`src/dragged_span_edge_snap_core_defines.svh`:
```
// ----------------------------------------------------------------------------
// Assertion macros for the dragged span edge snapper
// Shared helpers for concurrent checks in the controller and the datapath.
// ----------------------------------------------------------------------------
`ifndef DRAGGED_SPAN_EDGE_SNAP_CORE_DEFINES_SVH
`define DRAGGED_SPAN_EDGE_SNAP_CORE_DEFINES_SVH

// Same-cycle implication, disabled during reset.
`define DSES_ASSERT_IMPL(lbl, clk, rst_n, ante, cons) \
  lbl: assert property (@(posedge clk) disable iff (!rst_n) (ante) |-> (cons)) \
    else $error("dses: same-cycle check failed");

// Next-cycle implication, disabled during reset.
`define DSES_ASSERT_NEXT(lbl, clk, rst_n, ante, cons) \
  lbl: assert property (@(posedge clk) disable iff (!rst_n) (ante) |=> (cons)) \
    else $error("dses: next-cycle check failed");

`endif

```
`src/dses_pkg.sv`:
```
// ----------------------------------------------------------------------------
// dses_pkg
// Types and constants shared by the dragged span edge snapper modules.
// ----------------------------------------------------------------------------
package dses_pkg;

  localparam int FRAME_BITS  = 48;
  localparam int DUR_BITS    = 47;
  localparam int RADIUS_BITS = 16;
  localparam int DIST_BITS   = FRAME_BITS + 1;

  localparam logic [1:0] OP_LOAD  = 2'd0;
  localparam logic [1:0] OP_CLEAR = 2'd1;
  localparam logic [1:0] OP_QUERY = 2'd2;

  localparam logic [1:0] EDGE_NONE  = 2'd0;
  localparam logic [1:0] EDGE_LEAD  = 2'd1;
  localparam logic [1:0] EDGE_TRAIL = 2'd2;

  localparam logic STATUS_OK   = 1'b0;
  localparam logic STATUS_FULL = 1'b1;

  // Sign bit of a frame; flipping it maps signed order onto unsigned order.
  localparam logic [FRAME_BITS-1:0] KEY_SIGN = {1'b1, {(FRAME_BITS-1){1'b0}}};

  typedef struct packed {
    logic [1:0]                   opcode;
    logic signed [FRAME_BITS-1:0] target_frame;
    logic signed [FRAME_BITS-1:0] raw_start;
    logic [DUR_BITS-1:0]          duration;
  } dses_in_t;

  typedef struct packed {
    logic signed [FRAME_BITS-1:0] start_frame;
    logic [1:0]                   edge_used;
    logic                         status;
  } dses_out_t;

  typedef struct packed {
    logic capture;
    logic load_exec;
    logic clear_tab;
    logic res_zero;
    logic setup;
    logic res_raw;
    logic scan_issue;
    logic fin1;
    logic fin2;
    logic fin3;
    logic out_load;
  } dses_cmd_t;

  typedef struct packed {
    logic snap_off;
    logic scan_done;
    logic pipe_busy;
  } dses_stat_t;

endpackage

```
`src/dses_ctrl.sv`:
```
// ----------------------------------------------------------------------------
// dses_ctrl
// Sequencer for load, clear and query transactions and the output slot.
// ----------------------------------------------------------------------------
`include "dragged_span_edge_snap_core_defines.svh"

module dses_ctrl import dses_pkg::*; (
  input  logic       clk_i,
  input  logic       rst_ni,
  input  logic       in_valid_i,
  input  logic [1:0] in_opcode_i,
  output logic       in_ready_o,
  input  logic       out_ready_i,
  output logic       out_valid_o,
  input  dses_stat_t stat_i,
  output dses_cmd_t  cmd_o
);

  localparam logic [3:0] S_IDLE  = 4'd0;
  localparam logic [3:0] S_LOAD  = 4'd1;
  localparam logic [3:0] S_CLEAR = 4'd2;
  localparam logic [3:0] S_SETUP = 4'd3;
  localparam logic [3:0] S_SCAN  = 4'd4;
  localparam logic [3:0] S_DRAIN = 4'd5;
  localparam logic [3:0] S_FIN1  = 4'd6;
  localparam logic [3:0] S_FIN2  = 4'd7;
  localparam logic [3:0] S_FIN3  = 4'd8;
  localparam logic [3:0] S_DONE  = 4'd9;

  logic [3:0] state_q, state_d;
  logic       out_valid_q, out_valid_d;

  always_comb begin
    state_d = state_q;
    cmd_o   = '0;
    case (state_q)
      S_IDLE: begin
        if (in_valid_i) begin
          cmd_o.capture = 1'b1;
          case (in_opcode_i)
            OP_LOAD:  state_d = S_LOAD;
            OP_QUERY: state_d = S_SETUP;
            default:  state_d = S_CLEAR;
          endcase
        end
      end
      S_LOAD: begin
        cmd_o.load_exec = 1'b1;
        state_d         = S_DONE;
      end
      S_CLEAR: begin
        cmd_o.clear_tab = 1'b1;
        cmd_o.res_zero  = 1'b1;
        state_d         = S_DONE;
      end
      S_SETUP: begin
        if (stat_i.snap_off) begin
          cmd_o.res_raw = 1'b1;
          state_d       = S_DONE;
        end else begin
          cmd_o.setup = 1'b1;
          state_d     = S_SCAN;
        end
      end
      S_SCAN: begin
        if (stat_i.scan_done) begin
          state_d = S_DRAIN;
        end else begin
          cmd_o.scan_issue = 1'b1;
        end
      end
      S_DRAIN: begin
        if (!stat_i.pipe_busy) begin
          state_d = S_FIN1;
        end
      end
      S_FIN1: begin
        cmd_o.fin1 = 1'b1;
        state_d    = S_FIN2;
      end
      S_FIN2: begin
        cmd_o.fin2 = 1'b1;
        state_d    = S_FIN3;
      end
      S_FIN3: begin
        cmd_o.fin3 = 1'b1;
        state_d    = S_DONE;
      end
      S_DONE: begin
        if (!out_valid_q || out_ready_i) begin
          cmd_o.out_load = 1'b1;
          state_d        = S_IDLE;
        end
      end
      default: state_d = S_IDLE;
    endcase
  end

  always_comb begin
    if (cmd_o.out_load) begin
      out_valid_d = 1'b1;
    end else if (out_ready_i) begin
      out_valid_d = 1'b0;
    end else begin
      out_valid_d = out_valid_q;
    end
  end

  always_ff @(posedge clk_i or negedge rst_ni) begin
    if (!rst_ni) begin
      state_q     <= S_IDLE;
      out_valid_q <= 1'b0;
    end else begin
      state_q     <= state_d;
      out_valid_q <= out_valid_d;
    end
  end

  assign in_ready_o  = (state_q == S_IDLE);
  assign out_valid_o = out_valid_q;

  `DSES_ASSERT_NEXT(a_accept_blocks, clk_i, rst_ni, in_valid_i && in_ready_o, !in_ready_o)
  `DSES_ASSERT_IMPL(a_out_slot_free, clk_i, rst_ni, cmd_o.out_load, !out_valid_q || out_ready_i)
  `DSES_ASSERT_IMPL(a_fin_pipe_empty, clk_i, rst_ni, cmd_o.fin1, !stat_i.pipe_busy)

endmodule

```
`config.mk`:
```
export PLATFORM = sky130hd
export DESIGN_NAME = dses_ctrl
export DESIGN_NICKNAME = d
export VERILOG_FILES = /design/src/dses_pkg.sv /design/src/dses_ctrl.sv
export VERILOG_INCLUDE_DIRS = /design/src /design/src/src
export SDC_FILE = /design/constraint.sdc
export NUM_CORES = 1
export LEC_CHECK = 0
export ABC_AREA = 1
export ABC_CLOCK_PERIOD_IN_PS = 1350
export BUFFER_PORTS_ARGS = -buffer_cell sky130_fd_sc_hd__buf_4
export CAP_MARGIN = 20
export CORE_AREA = 2 2 39 41
export CTS_CLUSTER_SIZE = 10
export DETAILED_ROUTE_END_ITERATION = 12
export DIE_AREA = 0 0 41 43
export MAX_ROUTING_LAYER = met4
export PLACE_DENSITY = 0.63
export SLEW_MARGIN = 20
export SYNTH_ARGS = -nofsm -noshare
export SYNTH_HDL_FRONTEND = slang
export SYNTH_SLANG_ARGS = --single-unit
export TNS_END_PERCENT = 10
```
`constraint.sdc`:
```
create_clock -name clk_i -period 1.35 [get_ports clk_i]
set_clock_uncertainty 0.05 [all_clocks]
set_input_delay 0.135 -clock clk_i [delete_from_list [all_inputs] [get_ports clk_i]]
set_output_delay 0.135 -clock clk_i [all_outputs]
set_load 0.02 [all_outputs]
```
Word-level counts from Yosys, hierarchy flattened:

Index checks and enable logic that the tools add are counted.

* eq/ne operators: 14
* muxes and demuxes: 23
* reduce and logical (&&, ||, !) cells: 7

Operators with widths (number)
* $pmux 4 s8: 1
* $mux 4: 5
* $eq 4x3->1 const B: 4
* $mux 1: 14
* $eq 4x2->1 const B: 2
* $eq 4x4->1 const B: 2
* $ne 2x2->1 const B: 4
* $eq 4x1->1 const B: 1
* $logic_not 4->1: 1
* $mux 2: 2
* $pmux 2 s2: 1
* $reduce_and 4->1: 1
* $reduce_or 3->1: 1
* $eq 2x2->1 const B: 1
* $logic_not 2->1: 1
* $reduce_bool 2->1: 1
* $logic_not 1->1: 1
* $logic_or 1x1->1: 1

* register bits after elaboration: 5
* input port bits: 9
* output and inout bits: 13
* logic and storage cells: 46

Depth between registers and ports, before layout:

Gate-level depths: netlist of run 1.

* word-level depth: 5
* depth in mapped cells: 9
* gate-level depth less buffers: 9

Least setup slack after synthesis of run 1:

Ideal clock, no wire load.

* path kind: register to output
* start point: register state_q[0]
* end point: output port cmd_o[8] (netlist bit)
* arrival time: 1181 ps
* required time: 1165 ps
* setup slack: -16 ps
* cell stages (with the launch flop): 5
* path buffers: 1
* cell sequence: dfrtp_1 inv_1 nand2_1 nor2_1 buf_4

RTL lines
* start, declared: line dses_ctrl.sv:30 `logic [3:0] state_q, state_d;`
* start signal, assigned: line dses_ctrl.sv:114 `state_q <= state_d;`
* end, declared: line dses_ctrl.sv:16 `output dses_cmd_t cmd_o`

==> results.json, run 1 <==
{
  "drive_gt1_share_pct": 41.7,
  "cp_max_fo": 4,
  "yosys.area.top_type_share_pct": 30.0,
  "period_share_pct": 105,
  "drtAntennaViolNets": 0,
  "top_layer": "met3",
  "routed_via_density": 4.50,
  "dr.pass1.iters": 4,
  "cts_tree": "built",
  "min_period_ns": 1.42,
  "total_power_uw": 1370,
  "status": "finished, violations left",
  "rsz0062_at_grt": "yes",
  "syn_area_per_cell_um2": 5.95,
  "mostFrequentLayoutCells": "23 x buf_4, 15 x nand2_1, 14 x inv_1",
  "place_inst": 106,
  "diodes": 0,
  "clock_path_buffers": 2,
  "antenna_found_initial": 0,
  "yosys-top-cells-area": "dfrtp_1 30%, nand2_1 14%, inv_1 14%",
  "finalNetCount": 106,
  "vias": 504,
  "core_area_um2": 1380,
  "area_growth_pct": 56.8,
  "ys_warn_count": 0,
  "slew_headroom_pct": 83.7,
  "hp-class": "input pin to flop",
  "grt_pass1_vias": 449,
  "power.leakage_uw": 0.000386,
  "endpoint_kind": "primary output",
  "slew_viol_final": 0,
  "synth-seq-cells": 5,
  "drt-initial-drc-count": 12,
  "ios": 22,
  "die_w_um": 41,
  "finalWorstSetupSlack_ns": -0.0702,
  "cts_sinks": 5,
  "max_freq_ghz": 0.704,
  "fp.dieH_um": 43,
  "wl_met1_um": 419,
  "drv_cap": 0,
  "fin_cells": 112,
  "numCtsBuffers": 3,
  "worstMarginPinSlew_ns": 0.244,
  "final_util_pct": 47.2,
  "fillCellCount": 151,
  "clock_latency_ns": 0.24,
  "finalSetupViolCount": 11,
  "wl_per_cell_um": 10.0,
  "htreeDepth": 1,
  "netlist_instances": 70,
  "hpwlAfterDp_um": 920,
  "met3_length_um": 79,
  "dr_wl_met2_um": 625,
  "rows": 14,
  "die_area_um2": 1760,
  "powerDensity_nw_per_um2": 2100,
  "detail_route.wirelength_mm": 1.13,
  "worst-r2r-setup-slack_ns": 0.06,
  "synth.distinct_cells": 14,
  "synth_nets": 79,
  "ir_drop_uv": 889,
  "totalNegativeSetupSlack_ns": -0.350,
  "track_usage_pct": 14.6,
  "yosysTopAreaCell": "dfrtp_1",
  "portBuffers": 21,
  "initial_core_util_pct": 30.1,
  "grt_pass1_wl_mm": 1.66,
  "regArea_um2": 128,
  "syn-cell-area_um2": 417,
  "worst_ep_required_time_ns": 1.16,
  "place.gp.congestion": 0.811,
  "final_hold_viol_count": 0,
  "cp-start-kind": "flop",
  "root_buffer": "clkbuf_4",
  "synth_seq_area_share_pct": 30.0,
  "grt_remaining_overflow": 0,
  "violations": "negative setup slack",
  "path_class": "flop to primary output",
  "grt_max_degree": 6,
  "final_common_cell": "buf_4",
  "clk_pin_slew_ns": 0.04,
  "cp.arrival_ns": 1.24,
  "drc": 0,
  "multiInputGateArea_um2": 236
}
-- kinds of logic after synthesis --
| group | count (synthesis) | synth area share (%) |
|---|---|---|
| simple gates | 40 | 42.6 |
| buf+inv | 18 | 18.0 |
| compound gates | 7 | 9.31 |
| flops | 5 | 30.0 |
-- synthesized netlist by cell type --
library cell  instances
inv_1                15
nor2_4                1
inv_2                 1
o21ai_0               4
nand3_1               3
nand3_2               1
nor2_1               15
nand2_1              16
dfrtp_1               5
buf_4                 2
nand2_2               2
a21oi_1               2
nor2_2                2
o2111ai_1             1
-- per-stage QoR --
step / instance area, um^2 / hold slack [ns] / setup WS, ns
after floorplan: 419 / -0.211 / 0.102
after global placement: 589 / -0.111 / 0.0812
after detailed placement: 589 / -0.110 / 0.0642
after CTS: 649 / 0.0483 / -0.0788
after global routing: 653 / 0.0397 / -0.129
final: 653 / 0.0518 / -0.0702
-- registers in the layout, summed over array words and instances (netlist names) --
| signal | flops |
|---|---|
| out_valid_o | 1 |
| state_q | 4 |
-- worst paths after layout --
path / from / end / cells after the start
max reg2reg: state_q[2] / state_q[0] / 8
min reg2reg: out_valid_o / out_valid_o / 2
min in group asynchronous: rst_ni / out_valid_o / 2
min: out_ready_i / out_valid_o / 2
max in group asynchronous: rst_ni / state_q[0] / 2
max: state_q[2] / cmd_o[5] / 6
-- routing by layer --
layer  GRT usage (%)  vias to the layer above
li1                -                      258
met1            13.6                      232
met4            2.00                        0
met5               -                        -
met2            24.7                       14
met3            9.42                        0
-- cell type report --
type | count | share of cell area, %
Sequential cell | 5 | 19.5
Multi-Input combinational cell | 47 | 36.2
Inverter | 16 | 9.20
Clock buffer | 4 | 4.02
Timing Repair Buffer | 24 | 28.0
Tap cell | 16 | 3.07
-- timing repair --
action	CTS	global route
pin swaps	2	1
resized for setup	6	2
endpoints found under the hold margin	5	0
setup endpoints to repair	11	14
hold buffers	1	0
setup buffers	1	0
-- worst max-delay path, stage by stage, from the launching register on --
cell	delay [ns]
dfrtp_1	0.42
nor2_2	0.12
inv_1	0.08
nor2_2	0.10
nand2_1	0.09
inv_1	0.06
buf_4	0.13
-- power by group --
part,internal (uW),switching (uW),total (uW)
Clock,112,58.7,170
Sequential,219,78.6,297
Combinational,350,551,901
Total,680,688,1370
No activity file was read; power rests on OpenSTA's default activity.
==> run 2: changes to the inputs <==
--- a/config.mk
+++ b/config.mk
@@ -7,10 +7,11 @@
 export NUM_CORES = 1
 export LEC_CHECK = 0
 export ABC_AREA = 1
-export ABC_CLOCK_PERIOD_IN_PS = 1350
+export ABC_CLOCK_PERIOD_IN_PS = 1800
 export BUFFER_PORTS_ARGS = -buffer_cell sky130_fd_sc_hd__buf_4
 export CAP_MARGIN = 20
 export CORE_AREA = 2 2 39 41
+export CTS_BUF_LIST = sky130_fd_sc_hd__clkbuf_16
 export CTS_CLUSTER_SIZE = 10
 export DETAILED_ROUTE_END_ITERATION = 12
 export DIE_AREA = 0 0 41 43
==> constraint.sdc (replaced) <==
create_clock -name clk_i -period 1.8 [get_ports clk_i]
set_clock_uncertainty 0.05 [all_clocks]
set_input_delay 0.18 -clock clk_i [delete_from_list [all_inputs] [get_ports clk_i]]
set_output_delay 0.18 -clock clk_i [all_outputs]
set_load 0.02 [all_outputs]
==> run 2 against run 1 <==
Critical path depth unchanged. Highest routed layer is now met4. Critical path type unchanged. Design area increased by 2.3%. Non-clock buffer count down 2. The run now ends clean. Power down 15%. Final cell count shrank 1.8%. Combinational power fell by 34%. Core utilization is 1.1 points higher. Clock power up 110%. Sequential share of layout area down 0.81 points. Clock-buffer cell count down 1.
==> results.json, run 2 (synthesis gave the netlist of run 1 again) <==
{
  "vias": 475,
  "final_hold_viol_count": 0,
  "ios": 22,
  "regMostFlops": "state_q",
  "netSwitchingFraction_pct": 42.6,
  "cts_tree": "built",
  "r2r_cells": 8,
  "crit_chain": "nor2_2 > inv_1 > nor2_1 > nand2_1 > inv_1 > buf_4",
  "clock_path_buffers": 2,
  "r2r-start": "state_q[0]",
  "die_area_um2": 1760,
  "finalNetCount": 104,
  "endpoint_kind": "primary output",
  "core_area_um2": 1380,
  "period_share_pct": 85.6,
  "power.leakage_uw": 0.000403,
  "slew_viol_final": 0,
  "drv_cap": 0,
  "max_freq_ghz": 0.649,
  "drt-initial-drc-count": 7,
  "largest_reg_flops": 4,
  "track_usage_pct": 14.5,
  "grt_max_degree": 6,
  "startpoint": "state_q[2]",
  "grt_pass1_vias": 412,
  "worstMarginPinSlew_ns": 0.252,
  "rows": 14,
  "internal_power_uw": 667,
  "place.gp.congestion": 0.747,
  "numCtsBuffers": 3,
  "cp_top_family": "simple AND/OR/NAND/NOR gates",
  "min_delay_path_depth": 2,
  "detail_route.wirelength_mm": 1.04,
  "min_to": "out_valid_o",
  "clock_power_share_pct": 31.1,
  "crit_top_cell": "inv_1",
  "grt_pass1_wl_mm": 1.61,
  "ir_drop_uv": 877,
  "portBuffers": 21,
  "dr.pass1.iters": 2,
  "min_from": "out_ready_i",
  "worst_ep_required_time_ns": 1.57,
  "drive_gt1_share_pct": 33.0,
  "cp.arrival_ns": 1.31,
  "critical_path_buf_inv_count": 3,
  "wl_per_cell_um": 9.48,
  "cp_slowest_cell": "dfrtp_1",
  "timing.rr.end": "state_q[0]",
  "mostFrequentLayoutCells": "21 x buf_4, 16 x inv_1, 16 x nand2_1",
  "fp.dieH_um": 43,
  "htreeDepth": 1,
  "ctsResizeCount": 0,
  "critPathMaxStageDelay_ns": 0.40,
  "drc": 0,
  "cp_max_fo": 4,
  "cp.depth": 6,
  "grt_remaining_overflow": 0,
  "routed_via_density": 4.32,
  "root_buffer": "clkbuf_16",
  "area_growth_pct": 60.4,
  "slew_headroom_pct": 83.1,
  "initial_core_util_pct": 30.1,
  "min_period_ns": 1.54,
  "hold_slack_ns": 0.103,
  "status": "complete, no violations",
  "power_frac_comb_pct": 51.0,
  "clock_latency_ns": 0.23,
  "final_common_cell": "buf_4",
  "antenna_found_initial": 0,
  "worst-r2r-setup-slack_ns": 0.54,
  "diodes": 0,
  "cts_sinks": 5,
  "p_switching_uw": 494,
  "hpwlAfterDp_um": 857,
  "seqPwrFrac_pct": 17.9,
  "clk_pin_slew_ns": 0.03,
  "cp-start-kind": "flop",
  "finalSetupViolCount": 0,
  "powerDensity_nw_per_um2": 1740,
  "drtAntennaViolNets": 0,
  "path_class": "flop to primary output",
  "rsz0062_at_grt": "no",
  "totalNegativeSetupSlack_ns": 0,
  "hp-class": "input pin to flop",
  "die_w_um": 41
}
[run 2: area by class of cell]
class | instances | area [um^2]
fill | 148 | 716
multi-input combinational | 47 | 216
timing repair buffer | 22 | 168
sequential | 5 | 125
clock buffer | 3 | 75.1
inverter | 16 | 60.1
tap | 16 | 20.0
clock inverter | 1 | 3.75
[run 2: through the flow]
stage	utilization [%]	power (uW)	cell area [um^2]	cells	worst slack [ns]
global placement	41.9	796	579	105	0.541
detailed placement	41.9	799	579	105	0.520
finish	48.3	1160	668	110	0.260
floorplan	-	617	417	70	0.389
global route	48.3	1250	668	110	0.0918
CTS	48.3	1170	668	110	0.251
[run 2: worst max-delay path by stage]
stage | endpoint | slack, ns
CTS | cmd_o[5] | 0.25
global route | cmd_o[5] | 0.09
finish | cmd_o[5] | 0.26
floorplan | cmd_o[8] | 0.39
global placement | cmd_o[6] | 0.54
detailed placement | cmd_o[6] | 0.52
[run 2: power by group through the flow]
| stage | Sequential, uW | Clock, uW | Combinational [uW] |
|---|---|---|---|
| floorplan | 211 | 0 | 406 |
| global placement | 206 | 0 | 590 |
| detailed placement | 208 | 0 | 592 |
| CTS | 207 | 369 | 596 |
| global route | 214 | 379 | 656 |
| finish | 207 | 361 | 592 |
[run 2: timing repair]
action                                 4_1_cts  5_1_grt
hold buffers                                 1        0
setup buffers                                0        0
endpoints found under the hold margin        5        0
[run 2: routing by layer]
layer  vias up  wire length (um)  track usage, %
met3         3                75            7.85
li1        253                 -               -
met2        14               509            21.3
met4         0                17            6.00
met1       205               440            15.8
met5         -                 0               -
==> run 3: changes to the inputs <==
--- a/config.mk
+++ b/config.mk
@@ -16,7 +16,7 @@
 export DETAILED_ROUTE_END_ITERATION = 12
 export DIE_AREA = 0 0 41 43
 export MAX_ROUTING_LAYER = met4
-export PLACE_DENSITY = 0.63
+export PLACE_DENSITY = 0.62
 export SLEW_MARGIN = 20
 export SYNTH_ARGS = -nofsm -noshare
 export SYNTH_HDL_FRONTEND = slang
==> run 3 against run 2 <==
Combinational power is essentially flat. Register-to-register slack is essentially flat. Sequential share of layout area is the same. Largest cell class unchanged. Sequential power is essentially flat. Clock power shrank 2%. Fmax grew 1.1%. Sequential cell count is the same. Via count shrank 5.3%. Largest power group unchanged. Final cell count is the same. Routed wire length shrank 8.5%. Global-route usage shrank 0.65 points. Core utilization is the same.
==> results.json, run 3 (synthesis gave the netlist of run 1 again) <==
{
  "vias": 450,
  "timing.rr.end": "state_q[0]",
  "routed_via_density": 4.09,
  "drt-initial-drc-count": 12,
  "regMostFlops": "state_q",
  "multiInputGateArea_um2": 216,
  "endpoint_kind": "primary output",
  "grt_pass1_vias": 409,
  "min_from": "out_ready_i",
  "cp_top_family": "flip-flops",
  "period_share_pct": 84.6,
  "cp_slowest_cell": "dfrtp_1",
  "finalNetCount": 104,
  "rsz0062_at_grt": "no",
  "drive_gt1_share_pct": 33.0,
  "rows": 14,
  "cts_sinks": 5,
  "final_hold_viol_count": 0,
  "critical_path_buf_inv_count": 3,
  "initial_core_util_pct": 30.1,
  "r2r_cells": 6,
  "max_freq_ghz": 0.656,
  "drtAntennaViolNets": 0,
  "finalSetupViolCount": 0,
  "place_ws_ns": 0.511,
  "root_buffer": "clkbuf_16",
  "status": "complete, no violations",
  "cp_max_fo": 4,
  "min_to": "out_valid_o",
  "die_area_um2": 1760,
  "dr_wl_met2_um": 451,
  "totalNegativeSetupSlack_ns": 0,
  "core_area_um2": 1380,
  "min_delay_path_depth": 2,
  "wl_met1_um": 431,
  "critPathMaxStageDelay_ns": 0.40,
  "final_common_cell": "buf_4",
  "cts_tree": "built",
  "cts_setup_buffers": 0,
  "htreeDepth": 1,
  "drc": 0,
  "largest_reg_flops": 4,
  "worst-r2r-setup-slack_ns": 0.54,
  "diodes": 0,
  "r2r-start": "state_q[1]",
  "hp-class": "input pin to flop",
  "min_period_ns": 1.52,
  "die_w_um": 41,
  "hpwlAfterDp_um": 829,
  "top_layer": "met4",
  "ir_drop_uv": 780,
  "finalWorstSetupSlack_ns": 0.277,
  "regArea_um2": 125,
  "track_usage_pct": 13.9,
  "place.gp.congestion": 0.794,
  "powerDensity_nw_per_um2": 1720,
  "crit_chain": "nor2_2 > inv_1 > nor2_1 > inv_1 > nor2_1 > buf_4",
  "slew_headroom_pct": 82.4,
  "portBuffers": 21,
  "hold_slack_ns": 0.134,
  "cp.arrival_ns": 1.29,
  "antenna_found_initial": 0,
  "clk_pin_slew_ns": 0.03,
  "grt_pass1_wl_mm": 1.59,
  "met3_length_um": 55,
  "area_growth_pct": 60.4,
  "clock_path_buffers": 2,
  "numCtsBuffers": 3,
  "dr.pass1.iters": 4,
  "power.leakage_uw": 0.000403,
  "fp.dieH_um": 43,
  "grt_remaining_overflow": 0,
  "cp.depth": 6,
  "drv_cap": 0,
  "wl_per_cell_um": 8.67,
  "worst_ep_required_time_ns": 1.57,
  "ios": 22,
  "fillCellCount": 146,
  "clock_latency_ns": 0.22,
  "detail_route.wirelength_um": 954,
  "slew_viol_final": 0,
  "mostFrequentLayoutCells": "21 x buf_4, 16 x inv_1, 16 x nand2_1",
  "grt_max_degree": 6,
  "path_class": "flop to primary output",
  "cp-start-kind": "flop",
  "worstMarginPinSlew_ns": 0.263
}
run 3: how the worst max path moves through the flow:
stage / slack [ns] / startpoint / to
after floorplan: 0.39 / state_q[0] / cmd_o[8]
after global placement: 0.52 / state_q[1] / state_q[0]
after detailed placement: 0.51 / state_q[2] / cmd_o[6]
after CTS: 0.26 / state_q[2] / cmd_o[6]
after global routing: 0.12 / state_q[2] / cmd_o[6]
final: 0.28 / state_q[2] / cmd_o[6]
run 3: where the power goes:
group          leakage (uW)  switching [uW]  total [uW]  internal, uW
combinational      0.000297             374         593           218
clock             0.0000423            65.0         352           287
sequential        0.0000639            44.2         205           161
total              0.000403             483        1150           666
run 3: layout make-up:
class / count / share of cell area, %
Sequential cell: 5 / 18.7
Clock buffer: 3 / 11.2
Tap cell: 16 / 3.00
Multi-Input combinational cell: 47 / 32.4
Timing Repair Buffer: 22 / 25.1
Clock inverter: 1 / 0.562
Inverter: 16 / 8.99
run 3: per-stage QoR:
step	cells	area, um^2	util, %	power, uW
after floorplan	70	417	-	617
after global placement	105	579	41.9	803
after detailed placement	105	579	41.9	801
after CTS	110	668	48.3	1160
after global routing	110	668	48.3	1250
final	110	668	48.3	1150
run 3: layer usage:
| layer | track usage (%) | vias to the layer above |
|---|---|---|
| met5 | - | - |
| met4 | 10.0 | 0 |
| met3 | 3.14 | 2 |
| met2 | 17.8 | 11 |
| met1 | 18.4 | 182 |
| li1 | - | 255 |
run 3: what timing repair did:
| action | in CTS | in global routing |
|---|---|---|
| setup endpoints to repair | 0 | 0 |
| hold endpoints to repair | 5 | 0 |
| gates resized for setup | 0 | 0 |
| hold buffers | 1 | 0 |
run 3: worst register-to-register path: cells and delay by family, from the launching register on:
family | cells | cell delay, ns
DFF | 1 | 0.42
AOI/OAI and AO/OA | 1 | 0.17
and+or+nand+nor | 5 | 0.51
